**config.mk**
```make
export PLATFORM = sky130hd
export DESIGN_NAME = nearest_car_elevator_dispatch
export DESIGN_NICKNAME = d
export VERILOG_FILES = /design/src/sv/ncd_pkg.sv /design/src/sv/nearest_car_elevator_dispatch.sv /design/src/sv/ncd_car_table.sv /design/src/sv/ncd_alu.sv /design/src/sv/ncd_seq.sv
export SDC_FILE = /design/constraint.sdc
export NUM_CORES = 1
export LEC_CHECK = 0
export BUFFER_PORTS_ARGS = -buffer_cell sky130_fd_sc_hd__buf_2
export CORE_UTILIZATION = 40
export CTS_BUF_LIST = sky130_fd_sc_hd__clkbuf_2
export CTS_CLUSTER_DIAMETER = 40
export DETAILED_ROUTE_END_ITERATION = 10
export PLACE_DENSITY_LB_ADDON = 0.1
export SLEW_MARGIN = 25
export SYNTH_ARGS = -nofsm -noshare
export SYNTH_HDL_FRONTEND = slang
export SYNTH_SLANG_ARGS = --single-unit
export TNS_END_PERCENT = 10
```
**constraint.sdc**
```tcl
create_clock -name clock -period 5.3 [get_ports clock]
set_input_delay 0.53 -clock clock [delete_from_list [all_inputs] [get_ports clock]]
set_output_delay 0.53 -clock clock [all_outputs]
set_load 0.005 [all_outputs]
```
**src/sv/ncd_pkg.sv**
```systemverilog
// Shared constants and types for the nearest-car elevator dispatcher.
// No dependencies; imported by every module of the block.
package ncd_pkg;

   localparam int MAX_CARS   = 8;
   localparam int MAX_FLOORS = 16;
   localparam int CAR_W      = 3;   // width of the car field
   localparam int FLOOR_W    = 5;   // width of a floor number
   localparam int FCNT_W     = 5;   // floor_count register width
   localparam int CCNT_W     = 4;   // car_count register width
   localparam int CSR_IDX_W  = 1;
   localparam int CSR_DATA_W = 5;

   localparam logic [CSR_IDX_W-1:0] REG_FLOOR_COUNT = 1'b0;
   localparam logic [CSR_IDX_W-1:0] REG_CAR_COUNT   = 1'b1;

   localparam logic [FCNT_W-1:0]  FLOOR_COUNT_RST = 5'd15;
   localparam logic [CCNT_W-1:0]  CAR_COUNT_RST   = 4'd6;
   localparam logic [FLOOR_W-1:0] FLOOR_RST       = 5'd1;
   localparam logic [FLOOR_W-1:0] FLOOR_MIN       = 5'd2;
   localparam logic [FLOOR_W-1:0] FLOOR_MAX       = FLOOR_W'(MAX_FLOORS);
   localparam logic [CCNT_W-1:0]  CARS_MAX        = CCNT_W'(MAX_CARS);

   // write port into the car floor table
   typedef struct packed {
      logic               en;
      logic [CAR_W-1:0]   idx;
      logic [FLOOR_W-1:0] floor;
   } car_wr_type;

   // result of the shared compare / step unit
   typedef struct packed {
      logic [FLOOR_W-1:0] span;
      logic               up;
      logic               eq;
      logic [FLOOR_W-1:0] step;
   } alu_res_type;

   typedef enum logic [2:0] {
      ST_IDLE = 3'b001,
      ST_SCAN = 3'b010,
      ST_MOVE = 3'b100
   } state_type;

endpackage

```
**src/sv/nearest_car_elevator_dispatch.sv**
```systemverilog
// A valid item scans the cars one per cycle, then steps the chosen car one floor per cycle
// with one result per floor moved and no result in the cycle where the pickup leg ends
// (ahead of the first result when the chosen car already waits at the pickup floor).
// A new item is taken only while idle; a rejected item gives a single result, no movement.
// Results cannot be stalled. Synchronous reset: idle, every car at floor 1, defaults loaded.
module nearest_car_elevator_dispatch
   import ncd_pkg::*;
(
   input  logic                  clock,
   input  logic                  reset,
   input  logic                  start,
   output logic                  busy,
   input  logic [FLOOR_W-1:0]    req_pickup_floor,
   input  logic [FLOOR_W-1:0]    req_dest_floor,
   output logic                  rsp_strobe,
   output logic [CAR_W-1:0]      rsp_car,
   output logic [FLOOR_W-1:0]    rsp_floor_now,
   output logic                  rsp_moving_up,
   output logic                  rsp_delivery_leg,
   output logic                  rsp_rejected,
   output logic                  rsp_last,
   input  logic                  csr_we,
   input  logic [CSR_IDX_W-1:0]  csr_index,
   input  logic [CSR_DATA_W-1:0] csr_wdata
);

   logic [FCNT_W-1:0]  floor_count_ff;
   logic [CCNT_W-1:0]  car_count_ff;
   logic [FLOOR_W-1:0] floors;
   logic [CAR_W-1:0]   last_car;

   always_ff @(posedge clock) begin
      if (reset) begin
         floor_count_ff <= FLOOR_COUNT_RST;
         car_count_ff   <= CAR_COUNT_RST;
      end else if (csr_we) begin
         unique case (csr_index)
            REG_FLOOR_COUNT: floor_count_ff <= csr_wdata[FCNT_W-1:0];
            REG_CAR_COUNT:   car_count_ff   <= csr_wdata[CCNT_W-1:0];
            default: ;
         endcase
      end
   end

   // clamp the registers into their working range
   always_comb begin
      priority if (floor_count_ff < FLOOR_MIN) begin
         floors = FLOOR_MIN;
      end else if (floor_count_ff > FLOOR_MAX) begin
         floors = FLOOR_MAX;
      end else begin
         floors = floor_count_ff;
      end
      priority if (car_count_ff == '0) begin
         last_car = '0;
      end else if (car_count_ff > CARS_MAX) begin
         last_car = CAR_W'(MAX_CARS - 1);
      end else begin
         last_car = CAR_W'(car_count_ff - CCNT_W'(1));
      end
   end

   ncd_seq u_seq (
      .clock            (clock),
      .reset            (reset),
      .floors           (floors),
      .last_car         (last_car),
      .start            (start),
      .busy             (busy),
      .req_pickup_floor (req_pickup_floor),
      .req_dest_floor   (req_dest_floor),
      .rsp_strobe       (rsp_strobe),
      .rsp_car          (rsp_car),
      .rsp_floor_now    (rsp_floor_now),
      .rsp_moving_up    (rsp_moving_up),
      .rsp_delivery_leg (rsp_delivery_leg),
      .rsp_rejected     (rsp_rejected),
      .rsp_last         (rsp_last)
   );

endmodule

```
**src/sv/ncd_car_table.sv**
```systemverilog
// Floor of each car, one write port and one read port.
// Depends on ncd_pkg.
module ncd_car_table
   import ncd_pkg::*;
(
   input  logic               clock,
   input  logic               reset,
   input  car_wr_type         wr,
   input  logic [CAR_W-1:0]   rd_idx,
   output logic [FLOOR_W-1:0] rd_floor
);

   logic [FLOOR_W-1:0] car_floor_ff [MAX_CARS];

   always_ff @(posedge clock) begin
      if (reset) begin
         for (int i = 0; i < MAX_CARS; i++) begin
            car_floor_ff[i] <= FLOOR_RST;
         end
      end else if (wr.en) begin
         car_floor_ff[wr.idx] <= wr.floor;
      end
   end

   assign rd_floor = car_floor_ff[rd_idx];

endmodule

```
**src/sv/ncd_alu.sv**
```systemverilog
// Shared compare / step unit: distance, direction and next floor.
// Depends on ncd_pkg.
module ncd_alu
   import ncd_pkg::*;
(
   input  logic [FLOOR_W-1:0] a,
   input  logic [FLOOR_W-1:0] b,
   output alu_res_type        res
);

   always_comb begin
      res.up   = (a < b);
      res.eq   = (a == b);
      res.span = res.up ? (b - a) : (a - b);
      res.step = res.up ? (a + FLOOR_W'(1)) : (a - FLOOR_W'(1));
   end

endmodule

```
**src/sv/ncd_seq.sv**
```systemverilog
// Sequencer: validates a request, scans cars one per cycle, then steps the
// chosen car floor by floor. Depends on ncd_pkg, ncd_alu, ncd_car_table.
module ncd_seq
   import ncd_pkg::*;
(
   input  logic               clock,
   input  logic               reset,
   input  logic [FLOOR_W-1:0] floors,
   input  logic [CAR_W-1:0]   last_car,
   input  logic               start,
   output logic               busy,
   input  logic [FLOOR_W-1:0] req_pickup_floor,
   input  logic [FLOOR_W-1:0] req_dest_floor,
   output logic               rsp_strobe,
   output logic [CAR_W-1:0]   rsp_car,
   output logic [FLOOR_W-1:0] rsp_floor_now,
   output logic               rsp_moving_up,
   output logic               rsp_delivery_leg,
   output logic               rsp_rejected,
   output logic               rsp_last
);

   state_type          state_ff, state_in;
   logic [FLOOR_W-1:0] pickup_ff, pickup_in, dest_ff, dest_in;
   logic [CAR_W-1:0]   last_car_ff, last_car_in;
   logic [CAR_W-1:0]   idx_ff, idx_in, best_ff, best_in;
   logic [FLOOR_W-1:0] best_dist_ff, best_dist_in, cur_ff, cur_in;
   logic               leg_ff, leg_in;

   logic               strobe_ff, strobe_in;
   logic [CAR_W-1:0]   car_ff, car_in;
   logic [FLOOR_W-1:0] fnow_ff, fnow_in;
   logic               up_ff, up_in, dleg_ff, dleg_in, rej_ff, rej_in, last_ff, last_in;

   logic [FLOOR_W-1:0] rd_floor, alu_a, alu_b, target;
   alu_res_type        alu;
   car_wr_type         wr;
   logic               req_ok;

   ncd_car_table u_table (
      .clock    (clock),
      .reset    (reset),
      .wr       (wr),
      .rd_idx   (idx_ff),
      .rd_floor (rd_floor)
   );

   ncd_alu u_alu (
      .a   (alu_a),
      .b   (alu_b),
      .res (alu)
   );

   assign target = leg_ff ? dest_ff : pickup_ff;
   assign alu_a  = (state_ff == ST_SCAN) ? rd_floor : cur_ff;
   assign alu_b  = (state_ff == ST_SCAN) ? pickup_ff : target;

   assign req_ok = (req_pickup_floor != '0) && (req_pickup_floor <= floors) &&
                   (req_dest_floor != '0) && (req_dest_floor <= floors) &&
                   (req_pickup_floor != req_dest_floor);

   always_comb begin
      state_in     = state_ff;
      pickup_in    = pickup_ff;
      dest_in      = dest_ff;
      last_car_in  = last_car_ff;
      idx_in       = idx_ff;
      best_in      = best_ff;
      best_dist_in = best_dist_ff;
      cur_in       = cur_ff;
      leg_in       = leg_ff;
      strobe_in    = 1'b0;
      car_in       = car_ff;
      fnow_in      = fnow_ff;
      up_in        = up_ff;
      dleg_in      = dleg_ff;
      rej_in       = rej_ff;
      last_in      = last_ff;
      wr           = '0;
      unique case (state_ff)
         ST_IDLE: begin
            if (start) begin
               if (req_ok) begin
                  pickup_in   = req_pickup_floor;
                  dest_in     = req_dest_floor;
                  last_car_in = last_car;
                  idx_in      = '0;
                  state_in    = ST_SCAN;
               end else begin
                  // rejected item: one result, no movement
                  strobe_in = 1'b1;
                  car_in    = '0;
                  fnow_in   = '0;
                  up_in     = 1'b0;
                  dleg_in   = 1'b0;
                  rej_in    = 1'b1;
                  last_in   = 1'b1;
               end
            end
         end
         ST_SCAN: begin
            // strict less-than keeps the lowest index on a tie
            if (idx_ff == '0 || alu.span < best_dist_ff) begin
               best_dist_in = alu.span;
               best_in      = idx_ff;
               cur_in       = rd_floor;
            end
            idx_in = idx_ff + CAR_W'(1);
            if (idx_ff == last_car_ff) begin
               leg_in   = 1'b0;
               state_in = ST_MOVE;
            end
         end
         ST_MOVE: begin
            if (alu.eq) begin
               leg_in = 1'b1;   // pickup reached, start delivery
            end else begin
               cur_in    = alu.step;
               wr.en     = 1'b1;
               wr.idx    = best_ff;
               wr.floor  = alu.step;
               strobe_in = 1'b1;
               car_in    = best_ff;
               fnow_in   = alu.step;
               up_in     = alu.up;
               dleg_in   = leg_ff;
               rej_in    = 1'b0;
               last_in   = leg_ff && (alu.span == FLOOR_W'(1));
               if (last_in) begin
                  state_in = ST_IDLE;
               end
            end
         end
         default: state_in = ST_IDLE;
      endcase
   end

   always_ff @(posedge clock) begin
      if (reset) begin
         state_ff  <= ST_IDLE;
         strobe_ff <= 1'b0;
      end else begin
         state_ff  <= state_in;
         strobe_ff <= strobe_in;
      end
   end

   always_ff @(posedge clock) begin
      pickup_ff    <= pickup_in;
      dest_ff      <= dest_in;
      last_car_ff  <= last_car_in;
      idx_ff       <= idx_in;
      best_ff      <= best_in;
      best_dist_ff <= best_dist_in;
      cur_ff       <= cur_in;
      leg_ff       <= leg_in;
      car_ff       <= car_in;
      fnow_ff      <= fnow_in;
      up_ff        <= up_in;
      dleg_ff      <= dleg_in;
      rej_ff       <= rej_in;
      last_ff      <= last_in;
   end

   assign busy             = (state_ff != ST_IDLE);
   assign rsp_strobe       = strobe_ff;
   assign rsp_car          = car_ff;
   assign rsp_floor_now    = fnow_ff;
   assign rsp_moving_up    = up_ff;
   assign rsp_delivery_leg = dleg_ff;
   assign rsp_rejected     = rej_ff;
   assign rsp_last         = last_ff;

endmodule

```
Yosys cells after proc, flatten, opt, wreduce, memory -nomap -nowiden
Memories as Yosys holds them, arrays and structs flattened. A register that Yosys moved wholly into a read port is not among the register bits.
Index checks and enable logic that the tools add are counted.
{"block": "word_totals", "ff_bits": 55, "latch_bits": 0, "ram_bits": 40, "mem_bits_ro": 0, "input_bits": 20, "out_inout_bits": 14, "wordCells": 129, "n_memories": 1}
{"memory": "u_seq.u_table.car_floor_ff", "depth": 8, "word_bits": 5, "read_ports": 1, "rd_ports_with_merged_regs": 1, "write_ports": 8, "line": "ncd_car_table.sv:13", "text": "logic [FLOOR_W-1:0] car_floor_ff [MAX_CARS];"}
{"block": "op_classes", "add_sub_neg": 6, "multipliers": 0, "div": 0, "magnitude_cmp": 7, "eq_ne": 16, "n_shift": 0, "n_mux": 57, "bitwise": 1, "reduce_logical": 23}
{"operator": "$mux 5", "count": 12}
{"operator": "$mux 3", "count": 13}
{"operator": "$pmux 5 s2", "count": 2}
{"operator": "$mux 1", "count": 19}
{"operator": "$mux 9", "count": 2}
{"operator": "$pmux 1 s2", "count": 6}
{"operator": "$pmux 3 s2", "count": 2}
{"operator": "$reduce_and 3->1", "count": 4}
{"operator": "$le 5x5->1", "count": 2}
{"operator": "$lt 5x5->1", "count": 2}
{"operator": "$ne 2x2->1 const B", "count": 5}
{"operator": "$reduce_bool 5->1", "count": 2}
{"operator": "$sub 5x5->5", "count": 2}
{"operator": "$pmux 3 s3", "count": 1}
{"operator": "$ne 2x1->1 const B", "count": 3}
{"operator": "$reduce_and 2->1", "count": 3}
{"operator": "$reduce_bool 2->1", "count": 3}
{"operator": "$add 5x1->5 const B", "count": 1}
{"operator": "$eq 5x1->1 const B", "count": 1}
{"operator": "$eq 5x5->1", "count": 1}
{"operator": "$gt 5x5->1 const B", "count": 1}
{"operator": "$logic_and 1x1->1", "count": 5}
{"operator": "$lt 5x2->1 const B", "count": 1}
{"operator": "$ne 5x5->1", "count": 1}
{"operator": "other kinds (16)", "count": 16}

Depth between registers and ports, before layout
{"block": "depth", "depth_word": 12, "depth_mapped": 19, "ltp_nobuf": 17}

Cells and area by module
Synthesis repeated with hierarchy kept, for this count alone.
{"block": "hier_totals", "hier_cells": 452, "area_unflattened_um2": 5353.9}
{"mod": "ncd_seq", "n_inst": 1, "cells_each": 197, "area_per_inst_um2": 2398.6, "seq_area_each_um2": 1341.3}
{"mod": "ncd_car_table", "n_inst": 1, "cells_each": 124, "area_per_inst_um2": 1895.6, "seq_area_each_um2": 1201.2}
{"mod": "ncd_alu", "n_inst": 1, "cells_each": 78, "area_per_inst_um2": 590.6, "seq_area_each_um2": 0.0}
{"mod": "nearest_car_elevator_dispatch", "n_inst": 1, "cells_each": 53, "area_per_inst_um2": 469.2, "seq_area_each_um2": 180.2}

Worst setup path after synthesis
Ideal clock, no wire load.
{"block": "synth_timing", "kind": "reg-to-reg", "startpoint": "register u_seq.state_ff[2]", "endpoint": "register u_seq.best_dist_ff[0] (enable)", "setup_time_ns": 0.384, "arrival_time_ns": 3.876, "t_required_ns": 4.916, "path_slack_ns": 1.040, "stages_incl_launch_ff": 16, "n_path_buf": 1, "synth_period_minus_slack_ns": 4.260, "cell_sequence": "dfxtp_1 > or3b_1 > buf_2 > nand2_1 > mux2_2 > ha_1 > nor2b_1 > o21ai_0 > nand2_1 > a211oi_1 > ha_1 > o21a_1 > o21a_1 > o21ai_0 > nand2_1 > o21ai_0"}
{"element": "start: declaration", "line": "ncd_seq.sv:23", "text": "state_type state_ff, state_in;"}
{"element": "start signal: assignment", "line": "ncd_seq.sv:143", "text": "state_ff <= state_in;"}
{"element": "end signal: assignment", "line": "ncd_seq.sv:154", "text": "best_dist_ff <= best_dist_in;"}
{"element": "end: declaration", "line": "ncd_seq.sv:27", "text": "logic [FLOOR_W-1:0] best_dist_ff, best_dist_in, cur_ff, cur_in;"}

==> results_dict.tcl <==
set metrics [dict create \
    synth_area_leaders "edfxtp_1, ha_1, dfxtp_1, nor2_1, mux4_1" \
    num_vias 3420 \
    cts_htree_levels 3 \
    synth_seq_cells 98 \
    pwr_density_cell_nw_per_um2 263.8 \
    layout.nets 535 \
    clkLatencyLatePin_ns 0.62 \
    cts.repair.resized 0 \
    synthArstFlopShare_pct 0 \
    power_mw 1.503 \
    grt_pass1_wl_um 17860 \
    nFillCells 1206 \
    pin_count 34 \
    worstMarginPinSlew_ns 0.7751 \
    wl_per_cell_um 17.08 \
    grt_pass1_vias 3405 \
    pwr-share-comb_pct 13.8 \
    die_h_um 116.1 \
    finalCriticalPeriod_ns 4.933 \
    synth_area_um2 5206 \
    area_growth_pct 9.445 \
    seqPwrFrac_pct 59.6 \
    grt_max_degree 26 \
    viasPerCell 5.174 \
    cp_slowest_cell "dfxtp_1" \
    firstDrtPassIters 4 \
    timing.critical_path.cells "mux4_2 -> mux2i_1 -> o21a_1 -> inv_1 -> ha_1 -> a21o_1 -> a31oi_2 -> nand2_1 -> a211oi_1 -> ha_1 -> o21a_1 -> o21a_1 -> o21ai_0 -> nand2_1 -> o21ai_1" \
    portBuffers 33 \
    cts_made_buffers 9 \
    clockBufferDepth 2 \
    status "complete, no violations" \
    crit_arrival_ns 5.19 \
    post-place-cells 644 \
    synthFlopType "edfxtp_1" \
    drv_cap 0 \
    max_freq_ghz 0.2027 \
    cts_tree "built" \
    timing.final.hold_violations 0 \
    place_hpwl_um 8630 \
    syn_inst 445 \
    synth_fp_nets 497 \
    slew_headroom_pct 47.98 \
    synthDistinctLibCells 61 \
    ir_drop_v 0.0001253 \
    rsz0062_at_grt "no" \
    gr-total-overflow 0 \
    power_frac_clock_pct 26.6 \
    fin_crit_sh_pct 93.07 \
    p_switching_mw 0.4180 \
    core-area_um2 12670 \
    grt_usage_pct 18.29 \
    drc_errors 0 \
    required_ns 5.56 \
    drt_iter0_drc 207 \
    clkTransAtPathRegs_ns 0.28 \
    start_util_pct 41.09 \
    cpPeakStageDelay_ns 0.74 \
    tns_ns 0 \
    root_buffer "clkbuf_2" \
    rows 41 \
    layout-drive-gt1-share_pct 14.96 \
    p_leak_nw 2.216 \
    post-cts-setup-buffers 0 \
    postSynthAreaPerCell_um2 11.70 \
    worst_slack_ns 0.3674 \
    die_area_um2 13480 \
    end_kind "flop" \
    drt-total-wl_um 11290 \
    path_common_cell "o21a_1" \
    synth_edf_count 82 \
    finalNonFillerCells 661 \
    final_max_slew_viol_count 0 \
    setup_violations 0 \
    critPathMaxFanout 10 \
    ys_warn_count 0 \
    seq_area_frac_synth_pct 53.45 \
    numClockSinks 98 \
    path_class "flop to flop" \
    postRouteAntennaNets 0 \
    start_kind "flop" \
    swShare_pct 27.81 \
    hold_class "input port to flop" \
    cts_hold_buf 0 \
    p_int_mw 1.085 \
    antenna_found_initial 1 \
    place.gp.congestion 0.7917 \
    finalClockSkew_ns 0.05257 \
    place_ws_ns 0.3743 \
    die_x_um 116.1 \
    synth_top_cell_by_area "edfxtp_1" \
    synth_top_area_share_pct 47.30 \
]
==> final timing paths <==
kind,depth (start not counted),slack [ns],to,start
setup / recovery,15,0.37,u_seq.best_ff[0],flop
hold / removal,3,0.14,floor_count_ff[4],csr_wdata[4]
setup reg to reg,15,0.37,u_seq.best_ff[0],flop
hold reg to reg,2,0.48,floor_count_ff[4],floor_count_ff[4]
==> area by class of cell <==
type                    count  area, µm²  area share (%)
clock buffers               9      45.04          0.7905
inverters                  28      105.1           1.845
well taps                 172      215.2           3.777
multi-input cells         307       2255           39.57
diodes                      1      2.502         0.04392
flip-flops and latches     98       2783           48.84
repair buffers             39      210.2           3.689
clock inverters             7      82.58           1.449
==> synth_stat cells, types with 2 or more instances <==
cell type  instances
edfxtp_1          82
nor2_1            57
nand2_1           35
ha_1              29
inv_1             27
nand2b_1          21
a21oi_1           18
dfxtp_1           16
and3_1            12
o21ai_0           12
nand3_1            9
xnor2_1            9
a21o_1             7
clkbuf_1           7
mux2i_1            7
o21a_1             7
mux4_1             6
nand3b_1           5
nor2b_1            5
and2_1             4
mux4_2             4
nand4_1            4
nor3_1             4
o21bai_1           4
a211o_1            3
a211oi_1           3
fa_1               3
mux2_2             3
xor2_1             3
a31o_2             2
and4_1             2
buf_2              2
buf_6              2
nor4_1             2
or2_2              2
or3_1              2
==> critical path: cells and delay by family (launching register included) <==
kind            cells  cell delay (ns)
fa+ha+maj           2             0.72
compound gates      8             2.02
mux                 2             0.82
simple gates        2             0.22
flops               1             0.74
buf+inv             1             0.05
==> power by group through the flow <==
stage          Clock, mW  Combinational (mW)  Sequential, mW
3_5_place_dp           0               0.208           0.913
3_3_place_gp           0               0.203           0.912
6_report           0.400               0.208           0.896
2_1_floorplan          0               0.153           0.901
4_1_cts            0.412               0.209           0.897
5_1_grt            0.443               0.232           0.901
==> logic make-up (layout without fill, tap and decap cells) <==
family	Yosys count	count (layout)	synth area share (%)
xor+xnor	13	13	2.475
mux	21	21	7.042
simple gates	171	171	16.39
other cells	0	1	0
flops	98	98	53.45
buf+inv	40	83	3.244
fa+ha+maj	32	32	8.123
compound gates	70	70	9.277
==> cells in the final DEF (no fill, tap or decap), drive strengths merged, types with 7 or more instances in the layout <==
master	instances
nor2	57
dfxtp	16
clkbuf	9
mux4	10
xnor2	9
ha	29
mux2i	7
a21o	7
and3	12
edfxtp	82
o21ai	13
a21oi	18
nand2	35
nand2b	21
buf	39
nand3	9
inv	31
o21a	7
==> registers in the layout, indices dropped and copies added (netlist names), named ones only <==
signal	count
car_count_ff	4
floor_count_ff	5
u_seq.best_dist_ff	5
u_seq.best_ff	3
u_seq.cur_ff	5
u_seq.dest_ff	5
u_seq.idx_ff	3
u_seq.last_car_ff	3
u_seq.leg_ff	1
u_seq.pickup_ff	5
u_seq.rsp_car	3
u_seq.rsp_delivery_leg	1
u_seq.rsp_floor_now	5
u_seq.rsp_last	1
u_seq.rsp_moving_up	1
u_seq.rsp_rejected	1
u_seq.rsp_strobe	1
u_seq.state_ff	3
u_seq.u_table.car_floor_ff	40
==> through the flow <==
stage / instance area (µm²) / hold slack (ns) / utilization (%)
floorplan: 5206 / 0.4354 / -
global placement: 5568 / 0.4530 / 43.94
detailed placement: 5568 / 0.4541 / 43.94
CTS: 5695 / 0.09096 / 44.95
global route: 5695 / 0.07828 / 44.95
finish: 5698 / 0.1428 / 44.97
==> routing by layer <==
metal | global-route usage, % | vias to the layer above | wire (µm)
met1 | 23.94 | 1648 | 5442
met3 | 3.033 | 17 | 281
met2 | 29.60 | 57 | 5323
met5 | 0 | - | 0
li1 | - | 1698 | -
met4 | 8.718 | 0 | 243
(Power assumes the default switching activity.)
